--- src/sv/mgfw_pkg.sv ---
// Shared constants and types of the full-weighting restriction unit.
package mgfw_pkg;

  localparam int MAX_COARSE_DEF  = 512;
  localparam int SAMPLE_BITS_DEF = 16;
  localparam int CFG_W           = 10;
  localparam int IDX_W           = 9;
  localparam int SIZE_MIN        = 3;
  localparam int FIFO_DEPTH      = 4;

  typedef enum logic [0:0] {
    CFG_ROWS = 1'b0,
    CFG_COLS = 1'b1
  } cfg_reg_t;

  typedef struct packed {
    logic             emit;
    logic             last;
    logic [IDX_W-1:0] crow;
    logic [IDX_W-1:0] ccol;
  } tag_t;

  typedef struct packed {
    logic s1_vld;
    logic s2_vld;
  } pipe_stat_t;

endpackage

--- src/sv/mgfw_datapath.sv ---
// Window registers, line-buffer forwarding and the two-stage weighted sum.
module mgfw_datapath #(
  parameter int AW = 10,
  parameter int SW = 16
) (
  input  logic                  clk,
  input  logic                  rst_n,
  input  logic                  acc,
  input  logic signed [SW-1:0]  x,
  input  logic [AW-1:0]         addr,
  input  mgfw_pkg::tag_t        tag,
  input  logic [SW-1:0]         rd_top,
  input  logic [SW-1:0]         rd_mid,
  output logic                  wr_en,
  output logic [AW-1:0]         wr_addr,
  output logic [SW-1:0]         wr_up,
  output logic [SW-1:0]         wr_mid,
  output logic                  push,
  output logic signed [SW+3:0]  push_value,
  output mgfw_pkg::tag_t        push_tag,
  output mgfw_pkg::pipe_stat_t  stat
);

  localparam int OW = SW + 4;

  logic                 s1_vld_r;
  logic signed [SW-1:0] s1_x_r;
  logic [AW-1:0]        s1_addr_r;
  mgfw_pkg::tag_t       s1_tag_r;
  logic                 fwd_r;
  logic [SW-1:0]        fwd_top_r;
  logic [SW-1:0]        fwd_mid_r;

  logic signed [SW-1:0] win_r [6];

  logic                 s2_vld_r;
  mgfw_pkg::tag_t       s2_tag_r;
  logic signed [OW-1:0] s2_p0_r;
  logic signed [OW-1:0] s2_p1_r;

  logic signed [SW-1:0] top_e;
  logic signed [SW-1:0] mid_e;
  logic signed [OW-1:0] w0_e, w1_e, w2_e, w3_e, w4_e, w5_e, top_x, mid_x, x_x;
  logic signed [OW-1:0] p0_nxt;
  logic signed [OW-1:0] p1_nxt;

  assign top_e = fwd_r ? $signed(fwd_top_r) : $signed(rd_top);
  assign mid_e = fwd_r ? $signed(fwd_mid_r) : $signed(rd_mid);

  assign w0_e  = OW'(win_r[0]);
  assign w1_e  = OW'(win_r[1]);
  assign w2_e  = OW'(win_r[2]);
  assign w3_e  = OW'(win_r[3]);
  assign w4_e  = OW'(win_r[4]);
  assign w5_e  = OW'(win_r[5]);
  assign top_x = OW'(top_e);
  assign mid_x = OW'(mid_e);
  assign x_x   = OW'(s1_x_r);

  // centre x4, edges x2, corners x1
  assign p0_nxt = (w3_e <<< 2) + ((w1_e + w2_e) <<< 1) + w0_e + w4_e;
  assign p1_nxt = ((mid_x + w5_e) <<< 1) + top_x + x_x;

  assign wr_en   = s1_vld_r;
  assign wr_addr = s1_addr_r;
  assign wr_up   = mid_e;
  assign wr_mid  = s1_x_r;

  assign push       = s2_vld_r && s2_tag_r.emit;
  assign push_value = s2_p0_r + s2_p1_r;
  assign push_tag   = s2_tag_r;

  assign stat.s1_vld = s1_vld_r;
  assign stat.s2_vld = s2_vld_r;

  always_ff @(posedge clk) begin
    if (!rst_n) begin
      s1_vld_r <= 1'b0;
      s2_vld_r <= 1'b0;
    end else begin
      s1_vld_r <= acc;
      s2_vld_r <= s1_vld_r;
    end
  end

  always_ff @(posedge clk) begin
    s1_x_r    <= x;
    s1_addr_r <= addr;
    s1_tag_r  <= tag;
    fwd_r     <= s1_vld_r && (s1_addr_r == addr);
    fwd_top_r <= mid_e;
    fwd_mid_r <= s1_x_r;
    s2_tag_r  <= s1_tag_r;
    s2_p0_r   <= p0_nxt;
    s2_p1_r   <= p1_nxt;
    if (s1_vld_r) begin
      win_r[0] <= win_r[1];
      win_r[1] <= top_e;
      win_r[2] <= win_r[3];
      win_r[3] <= mid_e;
      win_r[4] <= win_r[5];
      win_r[5] <= s1_x_r;
    end
  end

  a_fwd_needs_s1: assert property (@(posedge clk) disable iff (!rst_n)
    fwd_r && $past(acc) |-> s1_vld_r)
    else $error("forward flagged without a word in stage 1");

endmodule

--- config.mk ---
export PLATFORM = sky130hd
export DESIGN_NAME = mgfw_datapath
export DESIGN_NICKNAME = d
export VERILOG_FILES = /design/src/sv/mgfw_pkg.sv /design/src/sv/mgfw_datapath.sv
export SDC_FILE = /design/constraint.sdc
export NUM_CORES = 1
export LEC_CHECK = 0
export ABC_AREA = 1
export BUFFER_PORTS_ARGS = -buffer_cell sky130_fd_sc_hd__buf_2
export CAP_MARGIN = 20
export CORE_UTILIZATION = 45
export CTS_CLUSTER_DIAMETER = 50
export DETAILED_ROUTE_END_ITERATION = 10
export HOLD_SLACK_MARGIN = 0.12
export SETUP_SLACK_MARGIN = 0.5
export SLEW_MARGIN = 0
export SYNTH_ARGS = -nofsm -noshare
export SYNTH_HDL_FRONTEND = slang
export SYNTH_SLANG_ARGS = --single-unit
--- constraint.sdc ---
create_clock -name clk -period 11 [get_ports clk]
set_clock_uncertainty 0.05 [all_clocks]
set_input_delay 2.2 -clock clk [delete_from_list [all_inputs] [get_ports clk]]
set_output_delay 2.2 -clock clk [all_outputs]
set_load 0.05 [all_outputs]
# Word-level counts from Yosys, hierarchy flattened
# Memories as Yosys holds them, arrays and structs flattened.
# Cells that the tools add are included.
[word_totals]
reg_bits = 141
ram_bits = 96
input_bits = 81
output_inout_bits = 86
n_memories = 1
[memory_table]
columns = ["name", "depth", "word_bits", "read_ports", "rd_ports_with_merged_regs", "write_ports", "line_no", "rtl"]
rows = [
  ["win_r", 6, 16, 6, 0, 6, "mgfw_datapath.sv:34", "logic signed [SW-1:0] win_r [6];"],
]
[op_classes]
addsub = 8
eq_ne = 1
n_mux = 4
n_reduce_logical = 2
[op_table]
columns = ["cell", "n"]
rows = [
  ["adder 19 x 16 -> 20 bit", 2],
  ["adder 16 x 16 -> 17 bit", 2],
  ["two-way mux 16 bit", 2],
  ["adder 20 x 16 -> 20 bit", 1],
  ["adder 20 bit", 1],
  ["adder 18 x 16 -> 19 bit", 1],
  ["adder 18 x 18 -> 19 bit", 1],
  ["equality test 10 bit", 1],
  ["logical AND 1 bit", 2],
  ["two-way mux 1 bit", 2],
]

# Logic depth before layout (Yosys ltp)
[logic_depth]
word_depth = 4
ltp_mapped = 25
depth_no_buf = 24

# Least setup slack after synthesis
# OpenSTA, ideal clock, no wires.
[synth_timing]
path_type = "reg2out"
startpoint = "register s1_vld_r, in the netlist wr_en"
endpoint = "output stat[1] in the netlist's numbering"
arrival_ns = 3.270
required_time_ns = 8.750
slack_ns = 5.480
path_stages_with_launch = 2
path_buffers = 1
cell_sequence = "dfxtp_1 > buf_4"
[synth_lines]
columns = ["item", "line_no", "rtl"]
rows = [
  ["start: declaration", "mgfw_datapath.sv:26", "logic s1_vld_r;"],
  ["start signal: assignment", "mgfw_datapath.sv:78", "s1_vld_r <= 1'b0;"],
  ["start signal: assignment", "mgfw_datapath.sv:81", "s1_vld_r <= acc;"],
  ["end: declaration", "mgfw_datapath.sv:21", "output mgfw_pkg::pipe_stat_t stat"],
]
# No word-level cell between the ends.

# Worst setup path after layout
[layout_timing]
startpoint = "input rd_mid[0]"
endpoint = "register s2_p1_r[16]"
[layout_via]
elab_chain_cells = 4
[layout_lines]
columns = ["item", "line_no", "rtl"]
rows = [
  ["start: declaration", "mgfw_datapath.sv:13", "input logic [SW-1:0] rd_mid,"],
  ["two-way mux 16 bit", "mgfw_datapath.sv:48", "assign mid_e = fwd_r ? $signed(fwd_mid_r) : $signed(rd_mid);"],
  ["adder 16 x 16 -> 17 bit", "mgfw_datapath.sv:62", "assign p1_nxt = ((mid_x + w5_e) <<< 1) + top_x + x_x;"],
  ["adder 18 x 16 -> 19 bit", "mgfw_datapath.sv:62", ""],
  ["adder 19 x 16 -> 20 bit", "mgfw_datapath.sv:62", ""],
  ["via p1_nxt[16]", "mgfw_datapath.sv:45", "logic signed [OW-1:0] p1_nxt;"],
  ["end signal: assignment", "mgfw_datapath.sv:95", "s2_p1_r <= p1_nxt;"],
  ["end: declaration", "mgfw_datapath.sv:39", "logic signed [OW-1:0] s2_p1_r;"],
]
# The timed path passes the listed nets, and every way through them passes these cells.
# A chain may end at the register's enable or synchronous reset.

==> results.txt <==
The flow ran to the end, and the final reports show no timing, DRC or antenna violations. The multi-input logic area came out at roughly 0.006 sq mm. The first global-routing pass estimated 47800 microns of wire.

The diode insertion count for antenna repair came out at 0. The startpoint of the most critical register-to-register path is fwd_r. The number of gates resized after CTS was 0. The detailed-routing iteration count for the pre-antenna-repair pass came out at 5. The power share of the sequential group is a little over a quarter. The library cell used most frequently in the layout, excluding fill and tap cells, is sky130_fd_sc_hd__nand2_1. The share of total power consumed by net switching came out at a little under half. The number of fillers in the final layout is ~2600. The time the final worst path needs with I/O delays and setup came out at approximately 5.3 ns. The die span in x came out at about 170 microns. The total nets after synthesis came out at 1670.

Along the worst path, the maximum fanout reaches 5. The number of setup buffers added after CTS is 0. The critical path goes through buf_2 > mux2_2 > ha_1 > inv_1 > fa_1 > o21ai_2 > nand2_1 > nand2_1 > nand2_1 > nand3b_1 > nand2_1 > fa_1 > inv_1 > ha_1 > a21oi_1 > o21ai_0 > a21oi_1 > nand2_1 > nand2_1 > nand2_1. The count of final hold-check violations is 0. The post-synthesis cell count came out at 1444.

The number of buffers and inverters on the critical path is 3. In this run, distinct cell masters in the synthesized netlist total 29. Max-cap violations in this run came to 0. The area added between synthesis and finish came out at 17.6%.

The critical path is of the input pin to register type. After clock tree synthesis, the flow added hold-fix buffers numbering 0. The count of cells along the worst register-to-register path is 19. The number of non-filler instances in the completed layout came out at 2034.

The number of rows created at floorplan came out at 61. The detailed-route wire length came out at between 20000 and 30000 microns. The worst hold path terminates at push_tag[5].

The area of the die is just under 0.03 sq mm. The height of the die came out at 170 microns. 167 I/O pins were placed. In this run the worst hold path is classified as register to register. In the routed layout, each cell is associated on average with a via count of roughly 4.7. Among the stages of the critical path, the cell type that occurs most often is sky130_fd_sc_hd__nand2_1. TritonCTS built the clock tree.

The fraction of final layout cells sized beyond drive strength 1 is between 15 and 20%. The placed cell count is 1982. Summing all non-filler instances in the final layout gives an area of 0.0150 sq mm. The remaining routing DRC violations came out at 0. The power per cell area is 271 mW/mm^2.

The reported leakage power is 7.63 nW. The number of antenna violations at the first check in global routing was 0. The via count of the first global-routing pass is roughly 9400. Entering global routing, the biggest net connects between 50 and 60 pins. The capture point of the worst reg-to-reg path is s2_p1_r[16]. In the finished design, the share of the clock period the worst path needs comes to between 40% and 50%. For this design, the slowest cell found on the critical path is sky130_fd_sc_hd__fa_1. The number of nets at the end of the flow came out at 1860. Clock tree synthesis selected as its root buffer the cell sky130_fd_sc_hd__clkbuf_16. The cell depth of the worst min-delay path is 0. IR analysis of the VDD net gives a maximum drop of roughly 0.17 mV. The number of clock buffers inserted by TritonCTS is 28. The core footprint is 0.0279 sq mm. For this run, the number of Yosys warnings is 0. The clock net in this run drives a total of between 200 and 250 sinks. The number of buffers on the longest clock path is 3. The cell-internal power came out at between 2 and 2.5 mW.

In the final routed layout, each cell accounts on average for between 10 and 15 microns. In this run the register-to-register setup slack is approximately 6.3 ns. At the pin with the least slew margin, the transition time is approximately 0.94 ns.

The number of input and output port buffers inserted came out at ~170. The latest clock arrival within the worst-skew pair is roughly 0.55 ns. The final antenna-violating net count is 0. The total global routing track utilization came out at between 20% and 30%. The sequential element share of the synthesized area came out at 44.7%.

The arrival time reported for the critical path endpoint is about 5.8 ns. The routability congestion estimate from global placement is roughly 0.89. Setup repair after global routing left no endpoint under its margin.

The netlist area before placement came out at between 0.01 and 0.015 sq mm. The smallest hold slack came out at 0.276 ns. The cell class contributing the biggest share of worst-path delay is adder cells. After synthesis the netlist holds a flip-flop and latch count of about 240. The starting density of the core is 45.8%. Clock-pin slew was measured on the worst setup and hold paths at about 0.060 ns. The total number of vias is 9607. The required time of the worst setup path came out at between 10 and 15 ns.

The startpoint of the worst setup timing path is rd_mid[0]. The largest single stage delay on the critical path is around 0.49 ns. In this run the number of H-tree levels came out at 1. The achievable clock frequency came out at 187 MHz. The library cells used most frequently in the layout, excluding fill and tap cells, are sky130_fd_sc_hd__nand2_1 (373), sky130_fd_sc_hd__inv_1 (281), sky130_fd_sc_hd__buf_2 (166), sky130_fd_sc_hd__dfxtp_1 (139), sky130_fd_sc_hd__edfxtp_1 (96). The start point of the worst min-delay path is s1_tag_r[5]. Summed over all layers, the global routing overflow is 0.

The sequential cell area in the final layout came out at around 0.0057 sq mm. STA classifies the critical path startpoint as an input pin. The clock power share is roughly 23%.

The nature of the critical path endpoint is a register. For this design the total switching power over the nets is about 1.9 mW. The relative slew slack is approximately 37%. The final count of pins violating max slew came out at 0. The post-synthesis area per instance is ~9 sq um. The violation count after the first detailed-route iteration is 546. Setup violations remaining at the end of the flow were counted as 0. The sum of negative setup slack came out at 0 ns.

The sum of net half-perimeters after detailed placement came out at between 20000 and 25000 microns. Summing all placed instances gives a cell area of between 0.01 and 0.015 sq mm. Of the total power, combinational logic draws 50.5%.
[cell type report]
class | instances | area share, %
repair buffers | 167 | 5.59
clock inverters | 15 | 0.934
flip-flops and latches | 237 | 38.1
clock buffers | 37 | 5.52
multi-input cells | 919 | 39.7
inverters | 281 | 7.03
well taps | 378 | 3.15
[flip-flops by register name (all words and copies together), names as in the netlist]
signal / flops
fwd_mid_r: 16
fwd_r: 1
fwd_top_r: 16
push_tag: 20
s1_tag_r: 20
s2_p0_r: 20
s2_p1_r: 20
s2_vld_r: 1
win_r: 96
wr_addr: 10
wr_en: 1
wr_mid: 16
[logic make-up after synthesis]
group / Yosys count / share of synthesized area, %
AOI/OAI and AO/OA: 122 / 5.01
xor gates and xnor gates: 48 / 3.30
adders and majority gates: 145 / 17.5
buffers and inverters: 288 / 8.56
DFF: 237 / 44.7
muxes: 22 / 1.94
and+or+nand+nor: 582 / 18.9
[synth_stat cells]
cell	number	area, sq um
sky130_fd_sc_hd__o21bai_1	4	30.0
sky130_fd_sc_hd__a21oi_1	74	370
sky130_fd_sc_hd__nor3_1	17	85.1
sky130_fd_sc_hd__nand3_1	66	330
sky130_fd_sc_hd__xor2_1	29	254
sky130_fd_sc_hd__and2_1	8	50.1
sky130_fd_sc_hd__inv_1	281	1050
sky130_fd_sc_hd__o21ai_0	35	175
sky130_fd_sc_hd__buf_2	3	15.0
sky130_fd_sc_hd__nor2_2	3	18.8
sky130_fd_sc_hd__and2_4	1	8.76
sky130_fd_sc_hd__nor2_1	88	330
sky130_fd_sc_hd__o21ai_2	3	26.3
sky130_fd_sc_hd__a21o_1	2	15.0
sky130_fd_sc_hd__clkbuf_1	2	7.51
sky130_fd_sc_hd__nand2_2	11	68.8
sky130_fd_sc_hd__buf_4	2	15.0
sky130_fd_sc_hd__nand3_2	7	70.1
sky130_fd_sc_hd__o22ai_1	2	12.5
sky130_fd_sc_hd__nand2_1	373	1400
sky130_fd_sc_hd__fa_1	56	1120
sky130_fd_sc_hd__ha_1	89	1110
sky130_fd_sc_hd__mux2_2	22	248
sky130_fd_sc_hd__nand3b_1	3	22.5
sky130_fd_sc_hd__o21ai_1	2	10.0
sky130_fd_sc_hd__edfxtp_1	96	2880
sky130_fd_sc_hd__nand4_1	5	31.3
sky130_fd_sc_hd__dfxtp_1	141	2820
sky130_fd_sc_hd__xnor2_1	19	166
[how the worst max path moves through the flow]
stage / endpoint / cells after the start
6_report: s2_p1_r[16] / 20
3_3_place_gp: s2_p1_r[16] / 20
5_1_grt: s2_p1_r[18] / 20
2_1_floorplan: stat[1] / 1
4_1_cts: s2_p1_r[16] / 20
3_5_place_dp: s2_p1_r[16] / 20
[through the flow]
step / worst slack, ns / util (%) / total power, mW
finish: 5.65 / 53.9 / 4.06
global route: 5.45 / 53.9 / 4.37
CTS: 5.68 / 53.9 / 4.09
detailed placement: 5.11 / 50.4 / 3.15
global placement: 5.09 / 50.4 / 3.14
floorplan: 5.48 / - / 2.67
[routing by layer]
metal | vias to the layer above | global-route usage, % | wire length [microns]
li1 | 4932 | - | -
met1 | 4332 | 29.1 | 14000
met2 | 291 | 33.7 | 13100
met3 | 52 | 3.67 | 1710
met4 | 0 | 7.01 | 876
met5 | - | 0 | 0
[power groups by stage]
stage / combinational, mW / sequential, mW / clock (mW)
finish: 2.05 / 1.08 / 0.928
global route: 2.29 / 1.09 / 0.988
CTS: 2.06 / 1.08 / 0.951
detailed placement: 2.05 / 1.10 / 0
global placement: 2.04 / 1.10 / 0
floorplan: 1.56 / 1.12 / 0
(Power assumes the default switching activity.)
