`src/sv/mgfw_pkg.sv`:
```
// Shared constants and types of the full-weighting restriction unit.
package mgfw_pkg;

  localparam int MAX_COARSE_DEF  = 512;
  localparam int SAMPLE_BITS_DEF = 16;
  localparam int CFG_W           = 10;
  localparam int IDX_W           = 9;
  localparam int SIZE_MIN        = 3;
  localparam int FIFO_DEPTH      = 4;

  typedef enum logic [0:0] {
    CFG_ROWS = 1'b0,
    CFG_COLS = 1'b1
  } cfg_reg_t;

  typedef struct packed {
    logic             emit;
    logic             last;
    logic [IDX_W-1:0] crow;
    logic [IDX_W-1:0] ccol;
  } tag_t;

  typedef struct packed {
    logic s1_vld;
    logic s2_vld;
  } pipe_stat_t;

endpackage

```
`src/sv/mgfw_out_fifo.sv`:
```
// Small result queue that decouples the sum pipeline from the output port.
module mgfw_out_fifo #(
  parameter int DW    = 39,
  parameter int DEPTH = mgfw_pkg::FIFO_DEPTH
) (
  input  logic                       clk,
  input  logic                       rst_n,
  input  logic                       push,
  input  logic [DW-1:0]              push_data,
  input  logic                       pop_ready,
  output logic                       pop_valid,
  output logic [DW-1:0]              pop_data,
  output logic [$clog2(DEPTH+1)-1:0] count
);

  localparam int PW = (DEPTH > 1) ? $clog2(DEPTH) : 1;
  localparam int CW = $clog2(DEPTH + 1);

  logic [DW-1:0] mem_r [DEPTH];
  logic [PW-1:0] wp_r, wp_nxt;
  logic [PW-1:0] rp_r, rp_nxt;
  logic [CW-1:0] cnt_r, cnt_nxt;
  logic          pop;

  assign pop       = pop_valid && pop_ready;
  assign pop_valid = (cnt_r != '0);
  assign pop_data  = mem_r[rp_r];
  assign count     = cnt_r;

  always_comb begin
    wp_nxt  = wp_r;
    rp_nxt  = rp_r;
    cnt_nxt = cnt_r;
    if (push) begin
      wp_nxt = (wp_r == PW'(DEPTH - 1)) ? '0 : wp_r + 1'b1;
    end
    if (pop) begin
      rp_nxt = (rp_r == PW'(DEPTH - 1)) ? '0 : rp_r + 1'b1;
    end
    if (push && !pop) begin
      cnt_nxt = cnt_r + 1'b1;
    end else if (pop && !push) begin
      cnt_nxt = cnt_r - 1'b1;
    end
  end

  always_ff @(posedge clk) begin
    if (!rst_n) begin
      wp_r  <= '0;
      rp_r  <= '0;
      cnt_r <= '0;
    end else begin
      wp_r  <= wp_nxt;
      rp_r  <= rp_nxt;
      cnt_r <= cnt_nxt;
    end
  end

  always_ff @(posedge clk) begin
    if (push) begin
      mem_r[wp_r] <= push_data;
    end
  end

  a_no_overflow: assert property (@(posedge clk) disable iff (!rst_n)
    push && !pop |-> cnt_r < CW'(DEPTH))
    else $error("result queue overflow");

endmodule

```
`config.mk`:
```
export PLATFORM = sky130hd
export DESIGN_NAME = mgfw_out_fifo
export DESIGN_NICKNAME = d
export VERILOG_FILES = /design/src/sv/mgfw_pkg.sv /design/src/sv/mgfw_out_fifo.sv
export SDC_FILE = /design/constraint.sdc
export NUM_CORES = 1
export LEC_CHECK = 0
export BUFFER_PORTS_ARGS = -buffer_cell sky130_fd_sc_hd__buf_4
export CAP_MARGIN = 10
export CORE_MARGIN = 4
export CORE_UTILIZATION = 43
export CTS_BUF_LIST = sky130_fd_sc_hd__clkbuf_2 sky130_fd_sc_hd__clkbuf_4 sky130_fd_sc_hd__clkbuf_8
export DETAILED_ROUTE_END_ITERATION = 6
export GPL_ROUTABILITY_DRIVEN = 0
export GPL_TIMING_DRIVEN = 0
export PLACE_DENSITY = 0.68
export SYNTH_ARGS = -nofsm -noshare
export SYNTH_HDL_FRONTEND = slang
export SYNTH_SLANG_ARGS = --single-unit
export TNS_END_PERCENT = 30
```
`constraint.sdc`:
```
create_clock -name clk -period 2.65 [get_ports clk]
set_input_delay 0.6625 -clock clk [delete_from_list [all_inputs] [get_ports clk]]
set_output_delay 0.6625 -clock clk [all_outputs]
set_load 0.1 [all_outputs]
```
; Yosys cells after proc, flatten, opt, wreduce, memory -nomap -nowiden
; Memory sizes are Yosys's and may differ from the RTL's. A register that Yosys moved wholly into a read port is not among the register bits.
; Index checks and enable logic that the tools add are counted.
[op_classes]
n_eq_ne = 2
mux = 8
n_reduce_logical = 7
n_addsub = 4
[ops]
columns = cell, n
row1 = $mux 2, 4
row2 = $mux 3, 2
row3 = $add 2x1->2 const B, 2
row4 = $eq 2x2->1 const B, 2
row5 = $add 3x1->3 const B, 1
row6 = $logic_and 1x1->1, 3
row7 = $reduce_bool 3->1, 1
row8 = $sub 3x1->3 const B, 1
row9 = $logic_not 1->1, 2
row10 = $mux 1, 2
row11 = $reduce_bool 2->1, 1
[word_totals]
mem_bits_rw = 156
input_bits = 43
out_inout_bits = 43
reg_bits = 7
elab_cells = 25
n_memories = 1
[memory_table]
columns = memory, depth, word_bits, read_ports, rd_clocked_by_memory_dff, write_ports, line_no
row1 = mem_r, 4, 39, 1, 1, 1, mgfw_out_fifo.sv:19  ; logic [DW-1:0] mem_r [DEPTH];

; Longest topological paths before layout
; Gate-level depths: netlist (run 1).
[logic_depth]
depth_word = 5
depth_mapped = 7
depth_no_buf = 7

; Worst setup path after synthesis (run 1)
; OpenSTA, ideal clock, no wires.
[synth_path]
path_kind = register to register
start = register cnt_r[0], in the netlist count[0]
end = register cnt_r[2], in the netlist count[2]
arrival_ns = 2.517
stages_incl_launch_ff = 8
setup_slack_ns = 0.058
setup_ns = 0.076
required_time_ns = 2.574
synth_period_minus_slack_ns = 2.592
path_buffers = 0
cell_sequence = dfxtp_1 > o31ai_1 > ha_1 > inv_1 > fa_1 > xor2_1 > or3_1 > a21boi_0
[synth_between]
elab_chain_len = 5
word_cells_on_any_way = 10
cone_classes = add/sub: 2 / mux: 2 / reduce/logical: 6
[synth_rtl]
columns = item, line_no
row1 = from (decl), mgfw_out_fifo.sv:22  ; logic [CW-1:0] cnt_r, cnt_nxt;
row2 = from (signal assigned), mgfw_out_fifo.sv:55  ; cnt_r <= cnt_nxt;
row3 = "parallel branches: the longest is 5 deep, another holds $sub 3x1->3", n/a
; Several ways; the timed one is not identified. The select of a mux whose other input is x is not followed.
; A chain may end at the register's enable or synchronous reset.

==> reports/metrics.csv, run 1 <==
stage,metric,value,unit
sta,Tmin final,2540,ps
placement,I/O Buffers,85,
yosys,YS warnings,0,
cts,CTS max path bufs,2,
yosys,sequential share of the synthesized area,80.1,%
sta,RSZ-0062 raised after global routing,yes,
sta,part of the cycle the worst path needs,95.7,%
yosys,"Avg Cell Area, Syn",24.5,µm²
placement,pre-CTS worst setup slack,171,ps
yosys,Mapped Area,6070,µm²
setup_path,CP peak stage delay,550,ps
cells_and_area,nets,405,
setup_path,Crit. End Element,primary output,
die,die area,16100,µm²
setup_path,Setup crit start kind,register,
placement,Inst Count DP,517,
routing,DR WL/cell,19.1,µm
routing,met2 wire length,5360,µm
setup_path,"Arr. time, crit path",1870,ps
sta,Setup WS post-layout,114,ps
grt,GR Overflow Total,0,
yosys,syn_nets,298,
setup_path,Buffers & Inverters on Critical Path,2,
run,MaxCap Viol Count,0,
yosys,Yosys cell types,22,
die,Rows,43,
sta,fmax,0.394,GHz
grt,largest net degree at the start of global routing,23,
die,Die H,127,µm
grt,vias in the first global route,3080,
yosys,synthesized flop and latch total,165,
routing,DR vias/cell,5.10,
cts,Clock Latency Late Sink,440,ps
setup_path,crit-path cells,buf_4 -> mux4_2 -> buf_4,
routing,top routing layer used,met4,
routing,1st-pass router iterations,4,
power_and_ir_drop,leakage,2.52,nW
cts,CTS tree,done,
grt,antenna violations before repair,0,
die,Placeable Area,13800,µm²
sta,final-report setup violation count,0,
setup_path,largest fanout on the critical path,10,
cts,H-tree depth,4,
setup_path,CP Class,register to primary output,
routing,Initial DRC Count,152,
sta,Hold Fails Final Rpt,0,
die,initial core utilization,43.9,%
cells_and_area,layout cells sized above 1,46.2,%
routing,vias,2795,
die,Die Width,127,µm
cts,clk slew on worst S/H paths,80,ps
grt,global-route wire length before repair,16500,µm
sta,worst slew pin tran,661,ps
routing,Routed Antenna Nets,0,
die,IO Pins,86,
cells_and_area,Non-Filler Instances,548,
sta,Slew headroom,55.9,%
cts,clk sinks,165,
cells_and_area,"most common cell after layout, fill and taps aside",edfxtp_1,
grt,GRT Resource Usage Total,13.9,%
cts,post-CTS setup buffer count,0,
routing,Total Wirelength,10500,µm
cts,clk root buf,clkbuf_8,
cells_and_area,"commonest non-fill, non-tap cells in the layout","156 x edfxtp_1, 83 x buf_4, 39 x mux4_2",
routing,metal3 WL,525,µm
power_and_ir_drop,Max IR drop VDD,0.814,mV
yosys,Cells after Synth,248,
setup_path,WP data required,1990,ps
cts,CTS Buf Count,17,
setup_path,"most used cell, CP",buf_4,
setup_path,Crit-path slowest cell,mux4_2,
power_and_ir_drop,PD cells,1070,nW/µm²
sta,Setup Skew,3.26,ps
min_path,Hold Crit Class,input port to register,
status,status,"complete, no violations",
placement,dpl hpwl,6610,µm
setup_path,"delay-heaviest family, CP",multiplexers,
routing,Residual DRC,0,
routing,M1 WL,4410,µm
cells_and_area,ANT cells,0,
sta,Slew Limit Fails,0,
cells_and_area,area grow syn2layout,22.4,%
[kinds of logic after synthesis]
group                      after synthesis  share of synthesized area (%)
and+or+nand+nor                         16                           1.44
adders and majority gates                7                           1.57
AOI/OAI and AO/OA                        5                          0.495
xor gates and xnor gates                 2                          0.289
buffers and inverters                   11                           1.09
DFF                                    165                           80.1
muxes                                   42                           15.0
[synthesized netlist by cell type, drive strengths merged]
master  number  share of area (%)
and2         5               0.52
mux4        39                 14
xnor2        1               0.14
nor2         2               0.12
clkbuf       2               0.12
a21boi       1               0.12
buf          6               0.78
edfxtp     156                 77
nand3        2               0.16
nor2b        3               0.31
nand2        2               0.12
mux2i        3               0.49
xor2         1               0.14
dfxtp        9                3.0
o21ai        3               0.25
or3          2               0.21
inv          3               0.19
ha           6                1.2
o31ai        1               0.12
fa           1               0.33
[final timing paths]
| path | to | cells after the start | start | slack, ps |
|---|---|---|---|---|
| hold reg to reg | count[2]$_SDFFE_PN0P_ | 2 | count[2]$_SDFFE_PN0P_ | 550 |
| hold / removal | mem_r[0][7]$_DFFE_PP_ | 1 | push_data[7] | 420 |
| setup reg to reg | count[2]$_SDFFE_PN0P_ | 7 | count[1]$_SDFFE_PN0P_ | 380 |
| setup / recovery | pop_data[9] | 3 | register | 110 |
[area by class of cell]
cell class                 instances  area [µm²]
buffer                             7        60.1
clock buffer                      17         234
clock inverter                    15         139
fill                            1076        6390
inverter                           3        11.3
multi-input combinational         72        1150
sequential                       165        4870
tap                              180         225
timing repair buffer              89         748
[power breakdown]
part | internal [W] | switching [W]
Sequential | 0.00300 | 0.0000661
Clock | 0.000821 | 0.000858
Combinational | 0.000869 | 0.00237
[timing repair]
item | in CTS | in global routing
endpoints found under the setup margin | 30 | 13
gates resized for setup | 11 | 4
hold buffers | 0 | 0
[registers in the layout, summed over array words and instances (netlist names), named ones only]
signal	flops
mem_r	156
wp_r	2
count	3
rp_r	2
[per-layer routing]
metal,vias to the layer above,track usage (%)
li1,1251,-
met5,-,0
met4,0,5.68
met1,1465,17.1
met3,16,4.55
met2,63,22.8
[stage by stage]
stage | setup TNS [ps] | utilization (%) | hold slack, ps | power [W] | cell area, µm²
finish | 0 | 53.8 | 419 | 0.00799 | 7430
global route | -7.83 | 53.8 | 377 | 0.00830 | 7430
CTS | 0 | 53.7 | 380 | 0.00809 | 7430
detailed placement | 0 | 50.8 | 528 | 0.00637 | 7030
global placement | -41630 | 50.1 | 509 | 0.00634 | 6930
floorplan | 0 | - | 478 | 0.00572 | 6070
Note: power is estimated with default switching activity, not from simulation.
==> inputs of run 2 (changes only) <==
--- a/config.mk
+++ b/config.mk
@@ -8,12 +8,12 @@
 export BUFFER_PORTS_ARGS = -buffer_cell sky130_fd_sc_hd__buf_4
 export CAP_MARGIN = 10
 export CORE_MARGIN = 4
-export CORE_UTILIZATION = 43
+export CORE_UTILIZATION = 59
 export CTS_BUF_LIST = sky130_fd_sc_hd__clkbuf_2 sky130_fd_sc_hd__clkbuf_4 sky130_fd_sc_hd__clkbuf_8
 export DETAILED_ROUTE_END_ITERATION = 6
 export GPL_ROUTABILITY_DRIVEN = 0
 export GPL_TIMING_DRIVEN = 0
-export PLACE_DENSITY = 0.68
+export PLACE_DENSITY = 0.87
 export SYNTH_ARGS = -nofsm -noshare
 export SYNTH_HDL_FRONTEND = slang
 export SYNTH_SLANG_ARGS = --single-unit
==> reports/metrics.csv, run 2 (same netlist as run 1, synthesis figures left out) <==
stage,metric,value,unit,change
status,status,"complete, no violations",,
cts,clk root buf,clkbuf_8,,
power_and_ir_drop,Max IR drop VDD,1.03,mV,+27%
routing,Residual DRC,0,,unchanged
sta,Slew Limit Fails,0,,unchanged
placement,Inst Count DP,470,,-9.1%
setup_path,WP data required,1990,ps,about the same
power_and_ir_drop,sw frac,40.6,%,-0.67 points
routing,Routed Antenna Nets,0,,unchanged
die,Rows,36,,-16%
cts,cts repair resizes,3,,-8
die,Placeable Area,9910,µm²,-28%
cells_and_area,Biggest register,mem_r,,
cts,CTS Buf Count,17,,unchanged
grt,largest net degree at the start of global routing,27,,+17%
sta,final-report setup violation count,0,,unchanged
cts,cts-stage hold buffer count,0,,unchanged
placement,dpl hpwl,6570,µm,-0.69%
cells_and_area,multi-input logic area,1150,µm²,unchanged
power_and_ir_drop,Internal,0.00475,W,+1.2%
sta,Tmin final,2550,ps,+12.4 ps
routing,Initial DRC Count,138,,-9.2%
grt,global-route wire length before repair,15800,µm,-4.3%
setup_path,RR Startpoint,count[0]$_SDFFE_PN0P_,,
cts,CTS max path bufs,2,,unchanged
cells_and_area,Storage cell area,4860,µm²,about the same
sta,worst slew pin tran,568,ps,-92.7 ps
grt,antenna violations before repair,0,,unchanged
setup_path,CP Class,register to primary output,,
grt,GRT Resource Usage Total,18.7,%,+4.8 points
placement,pre-CTS worst setup slack,119,ps,-51.6 ps
routing,DR WL/cell,20.2,µm,+5.6%
cells_and_area,max reg flops,156,,unchanged
placement,I/O Buffers,85,,unchanged
cells_and_area,"commonest non-fill, non-tap cells in the layout","156 x edfxtp_1, 88 x buf_4, 39 x mux4_2",,
cells_and_area,area grow syn2layout,21.3,%,
die,Die H,109,µm,-14%
cts,H-tree depth,4,,unchanged
cts,CTS tree,done,,
grt,vias in the first global route,3019,,-2.0%
sta,fmax,0.392,GHz,-0.49%
cells_and_area,Non-Filler Instances,501,,-8.6%
cts,clk sinks,165,,unchanged
power_and_ir_drop,leakage,2.52,nW,+0.21%
power_and_ir_drop,clock share of power,21.6,%,+0.6 points
sta,part of the cycle the worst path needs,96.2,%,+0.47 points
cts,clk slew on worst S/H paths,80,ps,about the same
routing,Total Wirelength,10100,µm,-3.4%
die,initial core utilization,61.2,%,+17 points
setup_path,Crit. End Element,primary output,,
sta,Setup Skew,7.81,ps,+4.55 ps
sta,Slew headroom,62.1,%,+6.2 points
power_and_ir_drop,switching power,0.00324,W,-1.5%
die,Die Width,109,µm,-14%
min_path,hold depth,1,,unchanged
cells_and_area,Finished Cell Area,7360,µm²,-0.94%
min_path,Hold Crit Class,input port to register,,
cells_and_area,"most common cell after layout, fill and taps aside",edfxtp_1,,
cells_and_area,Filler cells,567,,-47%
setup_path,"Arr. time, crit path",1890,ps,+20 ps
power_and_ir_drop,Gate power share,40.0,%,-0.6 points
cells_and_area,Layout Utilization,74.3,%,+21 points
run,MaxCap Viol Count,0,,unchanged
min_path,hold path endpoint,mem_r[0][15]$_DFFE_PP_,,
cells_and_area,nets,405,,unchanged
cts,Clock Latency Late Sink,430,ps,about the same
setup_path,register-to-register setup slack,360,ps,-20 ps
cts,post-CTS setup buffer count,0,,unchanged
sta,Setup WS post-layout,102,ps,-12.4 ps
die,IO Pins,86,,unchanged
placement,placed cell area,6970,µm²,-0.84%
routing,DR vias/cell,5.54,,+8.7%
routing,vias,2777,,-0.64%
setup_path,reg2reg path depth,7,,unchanged
min_path,worst hold start,push_data[15],,
sta,Hold Fails Final Rpt,0,,unchanged
die,die area,12000,µm²,-26%
setup_path,largest fanout on the critical path,10,,unchanged
grt,GR Overflow Total,0,,unchanged
setup_path,Setup crit start kind,register,,
power_and_ir_drop,total power,0.00799,W,about the same
cells_and_area,ANT cells,0,,unchanged
routing,1st-pass router iterations,4,,unchanged
cells_and_area,layout cells sized above 1,46.5,%,+0.27 points
power_and_ir_drop,register share of total power,38.4,%,about the same
power_and_ir_drop,PD cells,1090,nW/µm²,+1.0%
sta,RSZ-0062 raised after global routing,yes,,
setup_path,worst reg2reg endpoint,count[2]$_SDFFE_PN0P_,,
-- run 2: changes by cell type in the layout (fill, tap and decap cells not counted), sizes merged --
cell	before	now
clkinv	8	3
buf	94	93
clkbuf	19	26
clkinvlp	4	3
-- run 2: per-layer routing --
layer	share of wire (%)	track usage, %	vias up	wire, µm
li1	-	-	1255	-
met2	55	32.3	77	5520
met4	1.8	8.64	0	180
met3	4.7	3.88	19	479
met1	39	22.8	1426	3950
met5	0	0	-	0
-- run 2: critical path, stage by stage, from the launching register on --
cell and delay, ps:
dfxtp_1 390, buf_4 270, mux4_2 550, buf_4 250
-- run 2: worst max-delay path by stage --
stage                                      from                      to  slack, ps
after floorplan           count[0]$_SDFFE_PN0P_   count[2]$_SDFFE_PN0P_         60
after global placement                     push  mem_r[2][13]$_DFFE_PP_       -160
after detailed placement  count[0]$_SDFFE_PN0P_   count[2]$_SDFFE_PN0P_        120
after CTS                              register            pop_data[14]         20
after global routing                   register             pop_data[4]       -0.2
final                                  register             pop_data[2]        100
-- run 2: area by class of cell --
cell class	count	share of cell area (%)
flip-flops and latches	165	66.1
plain buffers	7	0.748
multi-input cells	72	15.6
clock inverters	9	1.43
clock buffers	23	3.87
well taps	133	2.26
inverters	3	0.153
repair buffers	89	9.86
-- run 2: through the flow --
stage	hold WS, ps	TNS, ps
4_1_cts	398	0
2_1_floorplan	478	0
3_5_place_dp	544	0
5_1_grt	400	-0.180
3_3_place_gp	500	-22160
6_report	426	0
-- run 2: power groups by stage --
| stage | registers [W] | clock network [W] | logic, W |
|---|---|---|---|
| floorplan | 0.00322 | 0 | 0.00250 |
| global placement | 0.00312 | 0 | 0.00318 |
| detailed placement | 0.00312 | 0 | 0.00324 |
| CTS | 0.00307 | 0.00176 | 0.00323 |
| global route | 0.00308 | 0.00188 | 0.00332 |
| finish | 0.00307 | 0.00173 | 0.00320 |
